## src/design/ckht_pkg.sv

```systemverilog
// Shared types and command/status codes for the coordinate hash table.
package ckht_pkg;

  localparam logic [2:0] CMD_PUT     = 3'd0;
  localparam logic [2:0] CMD_RM_HDL  = 3'd1;
  localparam logic [2:0] CMD_RM_KEY  = 3'd2;
  localparam logic [2:0] CMD_GET     = 3'd3;
  localparam logic [2:0] CMD_CLEAR   = 3'd4;

  localparam logic [1:0] ST_DONE     = 2'd0;
  localparam logic [1:0] ST_MISS     = 2'd1;
  localparam logic [1:0] ST_FULL     = 2'd2;

  typedef struct packed {
    logic [2:0]  cmd;
    logic [31:0] key_x;
    logic [31:0] key_z;
    logic [31:0] value_handle;
  } req_t;

  typedef struct packed {
    logic [1:0]  status;
    logic [31:0] found_handle;
  } rsp_t;

endpackage

```

## src/design/ckht_out_reg.sv

```systemverilog
// One-entry output register holding a response until the receiver takes it.
module ckht_out_reg (
  input  logic          clk_i,
  input  logic          rst_ni,
  input  logic          load_i,
  input  ckht_pkg::rsp_t rsp_i,
  output logic          busy_o,
  output logic          valid_o,
  input  logic          stall_i,
  output ckht_pkg::rsp_t rsp_o
);
  logic valid_q, valid_d;
  ckht_pkg::rsp_t rsp_q;

  always_comb begin
    valid_d = valid_q;
    if (valid_q && !stall_i) valid_d = 1'b0;
    if (load_i) valid_d = 1'b1;
  end

  always_ff @(posedge clk_i or negedge rst_ni) begin
    if (!rst_ni) valid_q <= 1'b0;
    else valid_q <= valid_d;
  end

  always_ff @(posedge clk_i) begin
    if (load_i) rsp_q <= rsp_i;
  end

  assign busy_o  = valid_q && stall_i;
  assign valid_o = valid_q;
  assign rsp_o   = rsp_q;
endmodule
```

## config.mk

```make
export PLATFORM = sky130hd
export DESIGN_NAME = ckht_out_reg
export DESIGN_NICKNAME = d
export VERILOG_FILES = /design/src/design/ckht_pkg.sv /design/src/design/ckht_out_reg.sv
export SDC_FILE = /design/constraint.sdc
export NUM_CORES = 1
export LEC_CHECK = 0
export ABC_CLOCK_PERIOD_IN_PS = 800
export BUFFER_PORTS_ARGS = -buffer_cell sky130_fd_sc_hd__buf_4
export CELL_PAD_IN_SITES_DETAIL_PLACEMENT = 2
export CELL_PAD_IN_SITES_GLOBAL_PLACEMENT = 2
export CORE_ASPECT_RATIO = 1.75
export CORE_MARGIN = 10
export CORE_UTILIZATION = 26
export DETAILED_ROUTE_END_ITERATION = 12
export PLACE_DENSITY_LB_ADDON = 0.1
export SETUP_SLACK_MARGIN = 0.4
export SYNTH_ARGS = -nofsm -noshare
export SYNTH_HDL_FRONTEND = slang
export SYNTH_SLANG_ARGS = --single-unit
```

## constraint.sdc

```tcl
create_clock -name clk_i -period 0.8 [get_ports clk_i]
set_input_delay 0.08 -clock clk_i [delete_from_list [all_inputs] [get_ports clk_i]]
set_output_delay 0.08 -clock clk_i [all_outputs]
set_load 0.01 [all_outputs]
```

# Yosys cells after proc, flatten, opt, wreduce, memory -nomap -nowiden

Cells that the tools add are included.

Register bits after elaboration: 35
Bits of input ports: 38
Output and inout port bits: 36
Logic and storage cells: 9

Mux-type cells: 2
Reductions and logical operators: 4

Operators by type and width:

| cell                | number |
|---|---|
| $logic_and A1 B1 Y1 | 2 |
| $mux W1             | 2 |
| $reduce_bool A2 Y1  | 1 |
| $logic_not A1 Y1    | 1 |

# Depth between registers and ports, before layout

Gate-level depths: netlist of run 1.

Word-level depth: 4
Depth in mapped cells: 1
Mapped depth without buffers: 1

# Worst setup path before layout of run 1

No wires, ideal clock.

Kind: register to register
From: register valid_q (netlist: valid_o)
To: register valid_q (netlist: valid_o)
Setup time: 0.118 ns
Arrival: 0.573 ns
Data required time: 0.682 ns
Slack: 0.109 ns
Stages on the path, launching flop included: 2
Path buffers: 0
Period minus slack after synthesis: 0.691 ns
Path through: dfrtp_1 a21o_1

Longest elaborated chain between the ends: 2

RTL lines:

| what                                | line               | RTL |
|---|---|---|
| from (decl)                         | ckht_out_reg.sv:12 | `logic valid_q, valid_d;` |
| from (signal assigned)              | ckht_out_reg.sv:23 | `else valid_q <= valid_d;` |
| $logic_and A1 B1 Y1                 | ckht_out_reg.sv:17 | `if (valid_q && !stall_i) valid_d = 1'b0;` |
| $reduce_bool A2 Y1 (no source line) | --                 |  |

Every way passes these cells.
A chain may end at the register's enable or synchronous reset.

# Final worst setup path of run 1

From: register valid_q (netlist: valid_o)
To: output port busy_o

Longest elaborated chain between the ends: 1

RTL lines:

| what                | line               | RTL |
|---|---|---|
| $logic_and A1 B1 Y1 | ckht_out_reg.sv:30 | `assign busy_o = valid_q && stall_i;` |
| to (decl)           | ckht_out_reg.sv:7  | `output logic busy_o,` |

Every way passes these cells.

==> results.md, run 1 <==
- Status: finished with violations
- Failing checks: hold timing, setup timing
- FFs w/ async S/R, synth: 0.0286
- Post-layout util: 0.491
- Antenna-violating nets left: 0
- CTS tree: yes
- RePlAce Congestion: between 0.6 and 0.7
- Max-slew violation count: 0
- Minimum hold slack: -0.0282 ns
- Die Span X: 68.3 um
- WP data required: slightly above 0.7 ns
- Crit-path slowest cell: dfrtp_1
- Most frequent cells after synthesis: edfxtp_1, a21o_1, and2_1, dfrtp_1
- Reg2reg path depth: 2
- Ys flop type: edfxtp_1
- Total GRT Usage: 0.0816
- H-Tree Depth: 2
- Worst-Skew Late Latency: 0.28 ns
- Hold path depth: 1
- Clock tree sinks: 35
- DR vias/cell: about 4.1
- DR WL/cell: 17.2 um
- Maximum vdd drop: roughly 1200 uV
- First-pass iteration count of the detailed router: 3
- Worst setup margin: -0.204 ns
- Design Area, Final: 1920 um^2
- Hpwl dp: ~2400 um
- Clock Tree Buf Depth: 2
- DRC errors left: 0
- # setup viols final: 36
- Post-Syn Area: 1060 um^2
- I/O Buffers: 73
- YS warnings: 0
- Synth top area share: 0.963
- Headroom to the max-slew limit: 0.834
- Top sig layer: met4
- Cell Rows: 30
- Clk root buf: clkbuf_8
- PwrDens: 2080 nW/um^2
- Worst Tran Pin Value: between 0.2 and 0.25 ns
- Initial antenna violation count: 0
- #FFs+latches synth: 35
- Netlist cell types: 4
- Top cells by area, synth: edfxtp_1, dfrtp_1, a21o_1, and2_1
- RSZ-0062 raised after global routing: yes
- Num CTS Buffers: 5
- Layout cells sized above 1: 0.675
- Die area: 7130 um^2
- Static Leak: about 0.80 nW
- Die H: 104 um
- Leading area contributor after synthesis: edfxtp_1
- Vias in the first global route: 803
- Drt total wl: 2890 um
- Vias: between 600 and 700
- Core Box Area: between 3000 and 4000 um^2
- Final antenna diode count: 0
- Final hold violations: 34
- Post-synthesis sequential area ratio: 0.987
- Io pins: 74
- Largest net degree at the start of global routing: 36
- Drt initial violations: 11
- WL met3: 390 um
- Synthesized Nets: 75
- HP Class: in2reg
- Period utilization: 1.25
- Crit path capture type: output pin
- Setup Skew: 0 ns
- Grt ovf: 0
- Area after DPL: 1670 um^2
- Post-synth EDFFs: 34
- Most numerous cell in the Yosys netlist: edfxtp_1
- Critical path class: reg2out
- Achievable Freq: approximately 1000 MHz
- First-pass GRT wire length: 4200 um
- Nets@finish: 157
- Clk pin slew, worst setup/hold paths: about 0.06 ns
- Min Tclk post-route: 1.00 ns
- Worst Path Max Fanout: 2
- Chain of cells forming the critical path: and2_4 > buf_6
- Synthesis-to-layout area growth: 80.8%
- Post-Syn Area per Cell: 28.6 um^2
- Critical path's largest stage delay: 0.39 ns
- Met2 WL: 1590 um
- Number of max-cap violations: 0
- Initial Utilization: 0.271
- Worst path arrival time: 0.92 ns
- Met1 WL: 860 um
- Hold_buf cts: 1
- Cells after Synth: 37
- Startpoint types: flip-flop
-- cell type report --
type | count | area [um^2]
sequential | 35 | 1050
clock buffer | 7 | 76.3
fill | 343 | 1990
timing repair buffer | 75 | 712
tap | 48 | 60.1
multi-input combinational | 2 | 16.3
clock inverter | 1 | 5.00
-- worst paths after layout --
kind / slack, ns / end / from
worst max register to register: 0.04 / valid_o / valid_o
worst max-delay path: -0.20 / busy_o / valid_o
min in group asynchronous: 0.12 / valid_o / rst_ni
max in group asynchronous: 0.60 / valid_o / rst_ni
worst min register to register: 0.60 / valid_o / valid_o
worst min-delay path: -0.03 / rsp_o[32] / rsp_i[32]
-- registers in the layout (all words and copies together), names as in the netlist --
signal and count:
rsp_o 34, valid_o 1
-- power by group --
| part | switching (mW) | internal, mW |
|---|---|---|
| clock network | 0.556 | 0.609 |
| registers | 0.0628 | 2.18 |
| logic | 0.199 | 0.380 |
-- layout by cell type (no fill, tap or decap), drive strengths merged --
| master | count |
|---|---|
| a21o | 1 |
| and2 | 1 |
| buf | 74 |
| clkinv | 1 |
| dlygate4sd3 | 1 |
| dfrtp | 1 |
| edfxtp | 34 |
| clkbuf | 7 |
-- per-layer routing --
metal | vias up | track usage
met5 | - | 0
met4 | 0 | 0.0347
met3 | 5 | 0.0572
met2 | 53 | 0.147
met1 | 323 | 0.0603
li1 | 309 | -
-- what timing repair did --
item,CTS,global route
resized for setup,27,13
hold endpoints to repair,35,34
pin swaps,1,0
buffers inserted,1,0
setup endpoints to repair,71,71
-- per-stage QoR --
step	hold WS (ns)	std cells	setup TNS [ns]	setup WS, ns	power, mW
after floorplan	-0.216	37	0	0.127	2.34
after global placement	-0.143	158	-0.177	-0.00612	2.73
after detailed placement	-0.143	158	-0.823	-0.0250	2.75
after CTS	-0.0385	168	-3.54	-0.219	4.02
after global routing	-0.0433	168	-4.21	-0.241	4.17
final	-0.0282	168	-2.83	-0.204	3.98
-- kinds of logic after synthesis --
family           synth area share
AO/OA/AOI/OAI             0.00709
AND/OR/NAND/NOR           0.00591
flip-flops                  0.987
-- worst max-delay path, delay by kind of cell, from the launching register on --
family	cells	cell delay, ns
flops	1	0.39
simple gates	1	0.14
buf+inv	1	0.11
No activity file was read; power rests on OpenSTA's default activity.
==> run 2: changes to the inputs <==
--- a/config.mk
+++ b/config.mk
@@ -7,5 +7,5 @@
 export LEC_CHECK = 0
 export ABC_CLOCK_PERIOD_IN_PS = 800
-export BUFFER_PORTS_ARGS = -buffer_cell sky130_fd_sc_hd__buf_4
+export BUFFER_PORTS_ARGS = -buffer_cell sky130_fd_sc_hd__clkbuf_2
 export CELL_PAD_IN_SITES_DETAIL_PLACEMENT = 2
 export CELL_PAD_IN_SITES_GLOBAL_PLACEMENT = 2
==> constraint.sdc (replaced) <==
create_clock -name clk_i -period 0.8 [get_ports clk_i]
set_input_delay 0 -clock clk_i [delete_from_list [all_inputs] [get_ports clk_i]]
set_output_delay 0 -clock clk_i [all_outputs]
set_load 0.01 [all_outputs]
==> run 2 against run 1 <==
The flow still finishes with violations (hold timing, setup timing). First-iteration DRC count up 120%. Critical endpoint unchanged. Global-route usage increased by 0.39 points. Critical path type unchanged. Sequential power barely moved. Largest cell class unchanged. Via count is 0.87% higher. Design area shrank 16%. Core utilization shrank 7.7 points. Clock skew did not move. Sequential cell count unchanged. Final cell count rose by 0.60%. Critical path depth unchanged.
==> results.md, run 2 (synthesis gave the netlist of run 1 again) <==
- Drt initial violations: 24 (was 11)
- Crit path buf inv count: 1 (unchanged)
- Drt total wl: 2920 um (was 2890 um)
- Min Tclk post-route: 0.932 ns (was 1.00 ns)
- Worst path arrival time: 0.93 ns (was 0.92 ns)
- Final-layout fill cell count: 426 (was 343)
- Largest net degree at the start of global routing: 36 (unchanged)
- Crit path capture type: output pin (unchanged)
- Core Box Area: 3900 um^2 (unchanged)
- Number of max-cap violations: 0 (unchanged)
- Setup Skew: 0 ns (unchanged)
- Sequential Power Share: 0.586 (was 0.562)
- Vias: 696 (was 690)
- Commonest cells after routing, fill and taps aside: clkbuf_2, edfxtp_1, clkbuf_8 (was buf_6, buf_4, edfxtp_1)
- Non-Filler Instances: 169 (was 168)
- Die Span X: 68.3 um (unchanged)
- I/O Buffers: 73 (unchanged)
- Clk root buf: clkbuf_8 (unchanged)
- Die area: 7130 um^2 (unchanged)
- WP data required: 0.80 ns (was 0.72 ns)
- Failing checks: hold timing, setup timing (unchanged)
- Crit-path slowest cell: dfrtp_1 (unchanged)
- Design Area, Final: 1620 um^2 (was 1920 um^2)
- Die H: 104 um (unchanged)
- Register area: 1050 um^2 (unchanged)
- Chain of cells forming the critical path: and2_1 > clkbuf_2 (was and2_4 > buf_6)
- Clock network fraction of total power: 0.313 (was 0.293)
- RSZ-0062 raised after global routing: yes (unchanged)
- Initial antenna violation count: 0 (unchanged)
- Max-slew violation count: 0 (unchanged)
- First-pass GRT wire length: 4400 um (was 4200 um)
- Worst-Skew Late Latency: 0.28 ns (about the same)
- Synthesis-to-layout area growth: 52.5% (was 80.8%)
- Multi-input logic area: 13.8 um^2 (was 16.3 um^2)
- Worst Path Max Fanout: 2 (unchanged)
- Headroom to the max-slew limit: 0.876 (was 0.834)
- Worst setup margin: -0.132 ns (was -0.204 ns)
- DR vias/cell: 4.12 (was 4.11)
- Total GRT Usage: 0.0855 (was 0.0816)
- Vias in the first global route: 818 (was 803)
- Final hold violations: 35 (was 34)
- Switching Share: 0.215 (was 0.205)
- Static Leak: 0.718 nW (was 0.804 nW)
- Final antenna diode count: 0 (unchanged)
- PwrDens: 2330 nW/um^2 (was 2080 nW/um^2)
- Internal power: 2.96 mW (was 3.16 mW)
- Period utilization: 1.17 (was 1.25)
- Hpwl dp: 2440 um (was 2420 um)
- Hold_buf cts: 1 (unchanged)
- Critical path's largest stage delay: 0.38 ns (was 0.39 ns)
- Antenna-violating nets left: 0 (unchanged)
- RePlAce Congestion: 0.655 (was 0.632)
- DRC errors left: 0 (unchanged)
- H-Tree Depth: 2 (unchanged)
- Minimum hold slack: -0.114 ns (was -0.0282 ns)
- CP delay by family, top: flip-flops (unchanged)
- # setup viols final: 5 (was 36)
- Cell Rows: 30 (unchanged)
- Most common cell after layout, fill and taps aside: clkbuf_2 (was buf_6)
- CTS tree: yes (unchanged)
- Max reg flops: 34 (unchanged)
- Sw power: 0.809 mW (was 0.818 mW)
- Maximum vdd drop: 1230 uV (was 1250 uV)
- Critical path class: reg2out (unchanged)
- Combinational fraction of design power: 0.101 (was 0.145)
- HP Class: in2reg (unchanged)
- Clk pin slew, worst setup/hold paths: 0.07 ns (was 0.06 ns)
- Startpoint types: flip-flop (unchanged)
- Area after DPL: 1510 um^2 (was 1670 um^2)
- Grt ovf: 0 (unchanged)
- Worst Tran Pin Value: 0.186 ns (was 0.249 ns)
- Io pins: 74 (unchanged)
- Post-layout util: 0.414 (was 0.491)
- First-pass iteration count of the detailed router: 4 (was 3)
- Clock tree sinks: 35 (unchanged)
- Nets@finish: 158 (was 157)
- Layout cells sized above 1: 0.669 (was 0.675)
- Clock Tree Buf Depth: 2 (unchanged)
- DR WL/cell: 17.3 um (was 17.2 um)
- Setup TNS: -0.276 ns (was -2.83 ns)
- Num CTS Buffers: 5 (unchanged)
- Initial Utilization: 0.271 (unchanged)
- Status: finished with violations (unchanged)
- Placed Instances: 159 (was 158)
- Achievable Freq: 1070 MHz (was 996 MHz)
==> run 2: path summary, 6_finish.rpt <==
path | start | endpoint | slack (ns) | cells after the start
max | valid_o | busy_o | -0.13 | 2
min | rsp_i[28] | rsp_o[28] | -0.11 | 1
max reg2reg | valid_o | valid_o | 0.03 | 2
min reg2reg | valid_o | valid_o | 0.60 | 2
max in group asynchronous | rst_ni | valid_o | 0.70 | 2
min in group asynchronous | rst_ni | valid_o | 0.01 | 2
==> run 2: metal layers <==
| metal | routed length (um) | vias to the layer above | GRT usage |
|---|---|---|---|
| met5 | 0 | - | 0 |
| met1 | 825 | 323 | 0.0712 |
| met3 | 462 | 6 | 0.0539 |
| met2 | 1580 | 55 | 0.142 |
| li1 | - | 312 | - |
| met4 | 59 | 0 | 0.0520 |
==> run 2: final cells by class <==
cell class	count	share of cell area
clock inverters	1	0.00310
multi-input cells	2	0.00851
flip-flops and latches	35	0.647
repair buffers	76	0.257
clock buffers	7	0.0472
well taps	48	0.0372
==> run 2: what timing repair did <==
action / CTS / global route
setup buffers: 1 / 0
endpoints found under the setup margin: 37 / 37
gates resized for setup: 0 / 7
pin swaps: 1 / 0
endpoints found under the hold margin: 36 / 35
==> run 2: per-stage QoR <==
| stage | setup slack (ns) | hold slack, ns | power [mW] |
|---|---|---|---|
| final | -0.132 | -0.114 | 3.77 |
| after global routing | -0.179 | -0.125 | 3.94 |
| after CTS | -0.142 | -0.123 | 3.83 |
| after detailed placement | 0.146 | -0.221 | 2.63 |
| after global placement | 0.160 | -0.223 | 2.62 |
| after floorplan | 0.129 | -0.296 | 2.34 |
==> run 2: power by group through the flow <==
| stage | clock network (mW) | logic, mW | registers (mW) |
|---|---|---|---|
| 3_5_place_dp | 0 | 0.377 | 2.25 |
| 6_report | 1.18 | 0.382 | 2.21 |
| 2_1_floorplan | 0 | 0.00704 | 2.33 |
| 3_3_place_gp | 0 | 0.371 | 2.25 |
| 4_1_cts | 1.23 | 0.388 | 2.21 |
| 5_1_grt | 1.29 | 0.422 | 2.22 |
==> run 3: changes to the inputs <==
Settings changed: SETUP_SLACK_MARGIN 0.4 to 0.2.
==> run 3 against run 2 <==
Fmax is 1.1% lower. Wire length is 21% higher. The run still ends with hold timing, setup timing left. Critical path depth stayed put.
==> results.md, run 3 (synthesis gave the netlist of run 1 again) <==
- Maximum vdd drop: 1260 uV (was 1230 uV)
- Die area: 7130 um^2 (unchanged)
- Layout cells sized above 1: 0.541 (was 0.669)
- Drt total wl: 3540 um (was 2920 um)
- Grt ovf: 0 (unchanged)
- Static Leak: 1.02 nW (was 0.718 nW)
- Die Span X: 68.3 um (unchanged)
- Placed Instances: 160 (was 159)
- I/O Buffers: 73 (unchanged)
- Initial Utilization: 0.271 (unchanged)
- Nets@finish: 194 (was 158)
- Drt initial violations: 12 (was 24)
- Status: finished with violations (unchanged)
- Die H: 104 um (unchanged)
- Crit path capture type: output pin (unchanged)
- Worst Tran Pin Value: 0.113 ns (was 0.186 ns)
- Critical path's largest stage delay: 0.40 ns (was 0.38 ns)
- Setup Skew: 0 ns (unchanged)
- First-pass iteration count of the detailed router: 3 (was 4)
- Num CTS Buffers: 5 (unchanged)
- First-pass GRT wire length: 5220 um (was 4400 um)
- Min Tclk post-route: 0.943 ns (was 0.932 ns)
- Startpoint types: flip-flop (unchanged)
- PwrDens: 1960 nW/um^2 (was 2330 nW/um^2)
- Worst-Skew Late Latency: 0.28 ns (about the same)
- Most common cell after layout, fill and taps aside: clkbuf_2 (unchanged)
- CTS tree: yes (unchanged)
- Crit path buf inv count: 1 (unchanged)
- Commonest cells after routing, fill and taps aside: clkbuf_2, edfxtp_1, dlygate4sd3_1 (was clkbuf_2, edfxtp_1, clkbuf_8)
- Crit-path slowest cell: dfrtp_1 (unchanged)
- Hold_buf cts: 35 (was 1)
- Core Box Area: 3900 um^2 (unchanged)
- Headroom to the max-slew limit: 0.925 (was 0.876)
- H-Tree Depth: 2 (unchanged)
- RSZ-0062 raised after global routing: yes (unchanged)
- Vias in the first global route: 964 (was 818)
- RePlAce Congestion: 0.641 (was 0.655)
- Max reg flops: 34 (unchanged)
- Achievable Freq: 1060 MHz (was 1070 MHz)
- Synthesis-to-layout area growth: 91.9% (was 52.5%)
- Io pins: 74 (unchanged)
- Minimum hold slack: -0.0576 ns (was -0.114 ns)
- CP delay by family, top: flip-flops (unchanged)
- DR WL/cell: 17.3 um (about the same)
- Final hold violations: 1 (was 35)
- Final antenna diode count: 0 (unchanged)
- Cell Rows: 30 (unchanged)
- Vias: 828 (was 696)
- Antenna-violating nets left: 0 (unchanged)
- Chain of cells forming the critical path: and2_1 > clkbuf_2 (unchanged)
- Clk pin slew, worst setup/hold paths: 0.07 ns (about the same)
- Clk root buf: clkbuf_8 (unchanged)
- Clock Tree Buf Depth: 2 (unchanged)
- Failing checks: hold timing, setup timing (unchanged)
- Non-Filler Instances: 205 (was 169)
- Clock tree sinks: 35 (unchanged)
- Total GRT Usage: 0.101 (was 0.0855)
- HP Class: in2reg (unchanged)
- Worst path arrival time: 0.94 ns (was 0.93 ns)
- Final-layout fill cell count: 378 (was 426)
- Pwr Total: 3.98 mW (was 3.77 mW)
- Worst Path Max Fanout: 3 (was 2)
- Setup TNS: -0.323 ns (was -0.276 ns)
- WP data required: 0.80 ns (about the same)
- Number of max-cap violations: 0 (unchanged)
- Period utilization: 1.18 (was 1.17)
- # setup viols final: 10 (was 5)
- DR vias/cell: 4.04 (was 4.12)
- Critical path class: reg2out (unchanged)
- Largest net degree at the start of global routing: 19 (was 36)
- Worst setup margin: -0.143 ns (was -0.132 ns)
- Initial antenna violation count: 0 (unchanged)
- Max-slew violation count: 0 (unchanged)
- DRC errors left: 0 (unchanged)
==> run 3: changes by cell type in the layout (fill, tap and decap cells not counted), sizes merged <==
cell,change
dlygate4sd3,+18
dlymetal6s4s,+16
buf,+3
clkbuf,-3
clkinv,+2
==> run 3: metrics by stage <==
stage          worst slack (ns)  area, um^2  utilization
6_report                 -0.143        2030        0.521
5_1_grt                  -0.193        2030        0.521
3_3_place_gp              0.160        1530        0.391
4_1_cts                  -0.151        1970        0.506
2_1_floorplan             0.129        1060            -
3_5_place_dp              0.146        1530        0.391
==> run 3: metal layers <==
layer	wire length, um	GRT usage
met1	1030	0.0853
met2	2000	0.178
met3	468	0.0583
met4	47	0.0434
met5	0	0
==> run 3: what timing repair did <==
action | 4_1_cts | 5_1_grt
setup buffers | 2 | 0
pin swaps | 1 | 0
resized for setup | 0 | 25
setup endpoints to repair | 37 | 53
gates cloned | 0 | 0
endpoints found under the hold margin | 36 | 1
==> run 3: report_power, final <==
part	switching (mW)	internal, mW
clock	0.617	0.595
combinational	0.235	0.322
sequential	0.0417	2.17
total	0.894	3.09
==> run 3: worst paths after layout <==
path	start	endpoint	slack, ns	cells past startpoint
max	valid_o	busy_o	-0.14	2
min	stall_i	valid_o	-0.06	2
max reg2reg	valid_o	valid_o	0.02	2
min reg2reg	valid_o	valid_o	0.61	2
max in group asynchronous	rst_ni	valid_o	0.69	2
min in group asynchronous	rst_ni	valid_o	0.02	2
==> run 3: cell type report <==
cell class	instances	area (um^2)	share of cell area
clock buffer	5	68.8	0.0338
clock inverter	3	15.0	0.00738
multi-input combinational	2	13.8	0.00677
sequential	35	1050	0.514
tap	48	60.1	0.0295
timing repair buffer	112	830	0.408
==> run 3: worst reg2reg max path: cells and delay by family (launching register included) <==
family | cells | cell delay, ns
DFF | 1 | 0.40
buffers and inverters | 1 | 0.14
AOI/OAI and AO/OA | 1 | 0.14
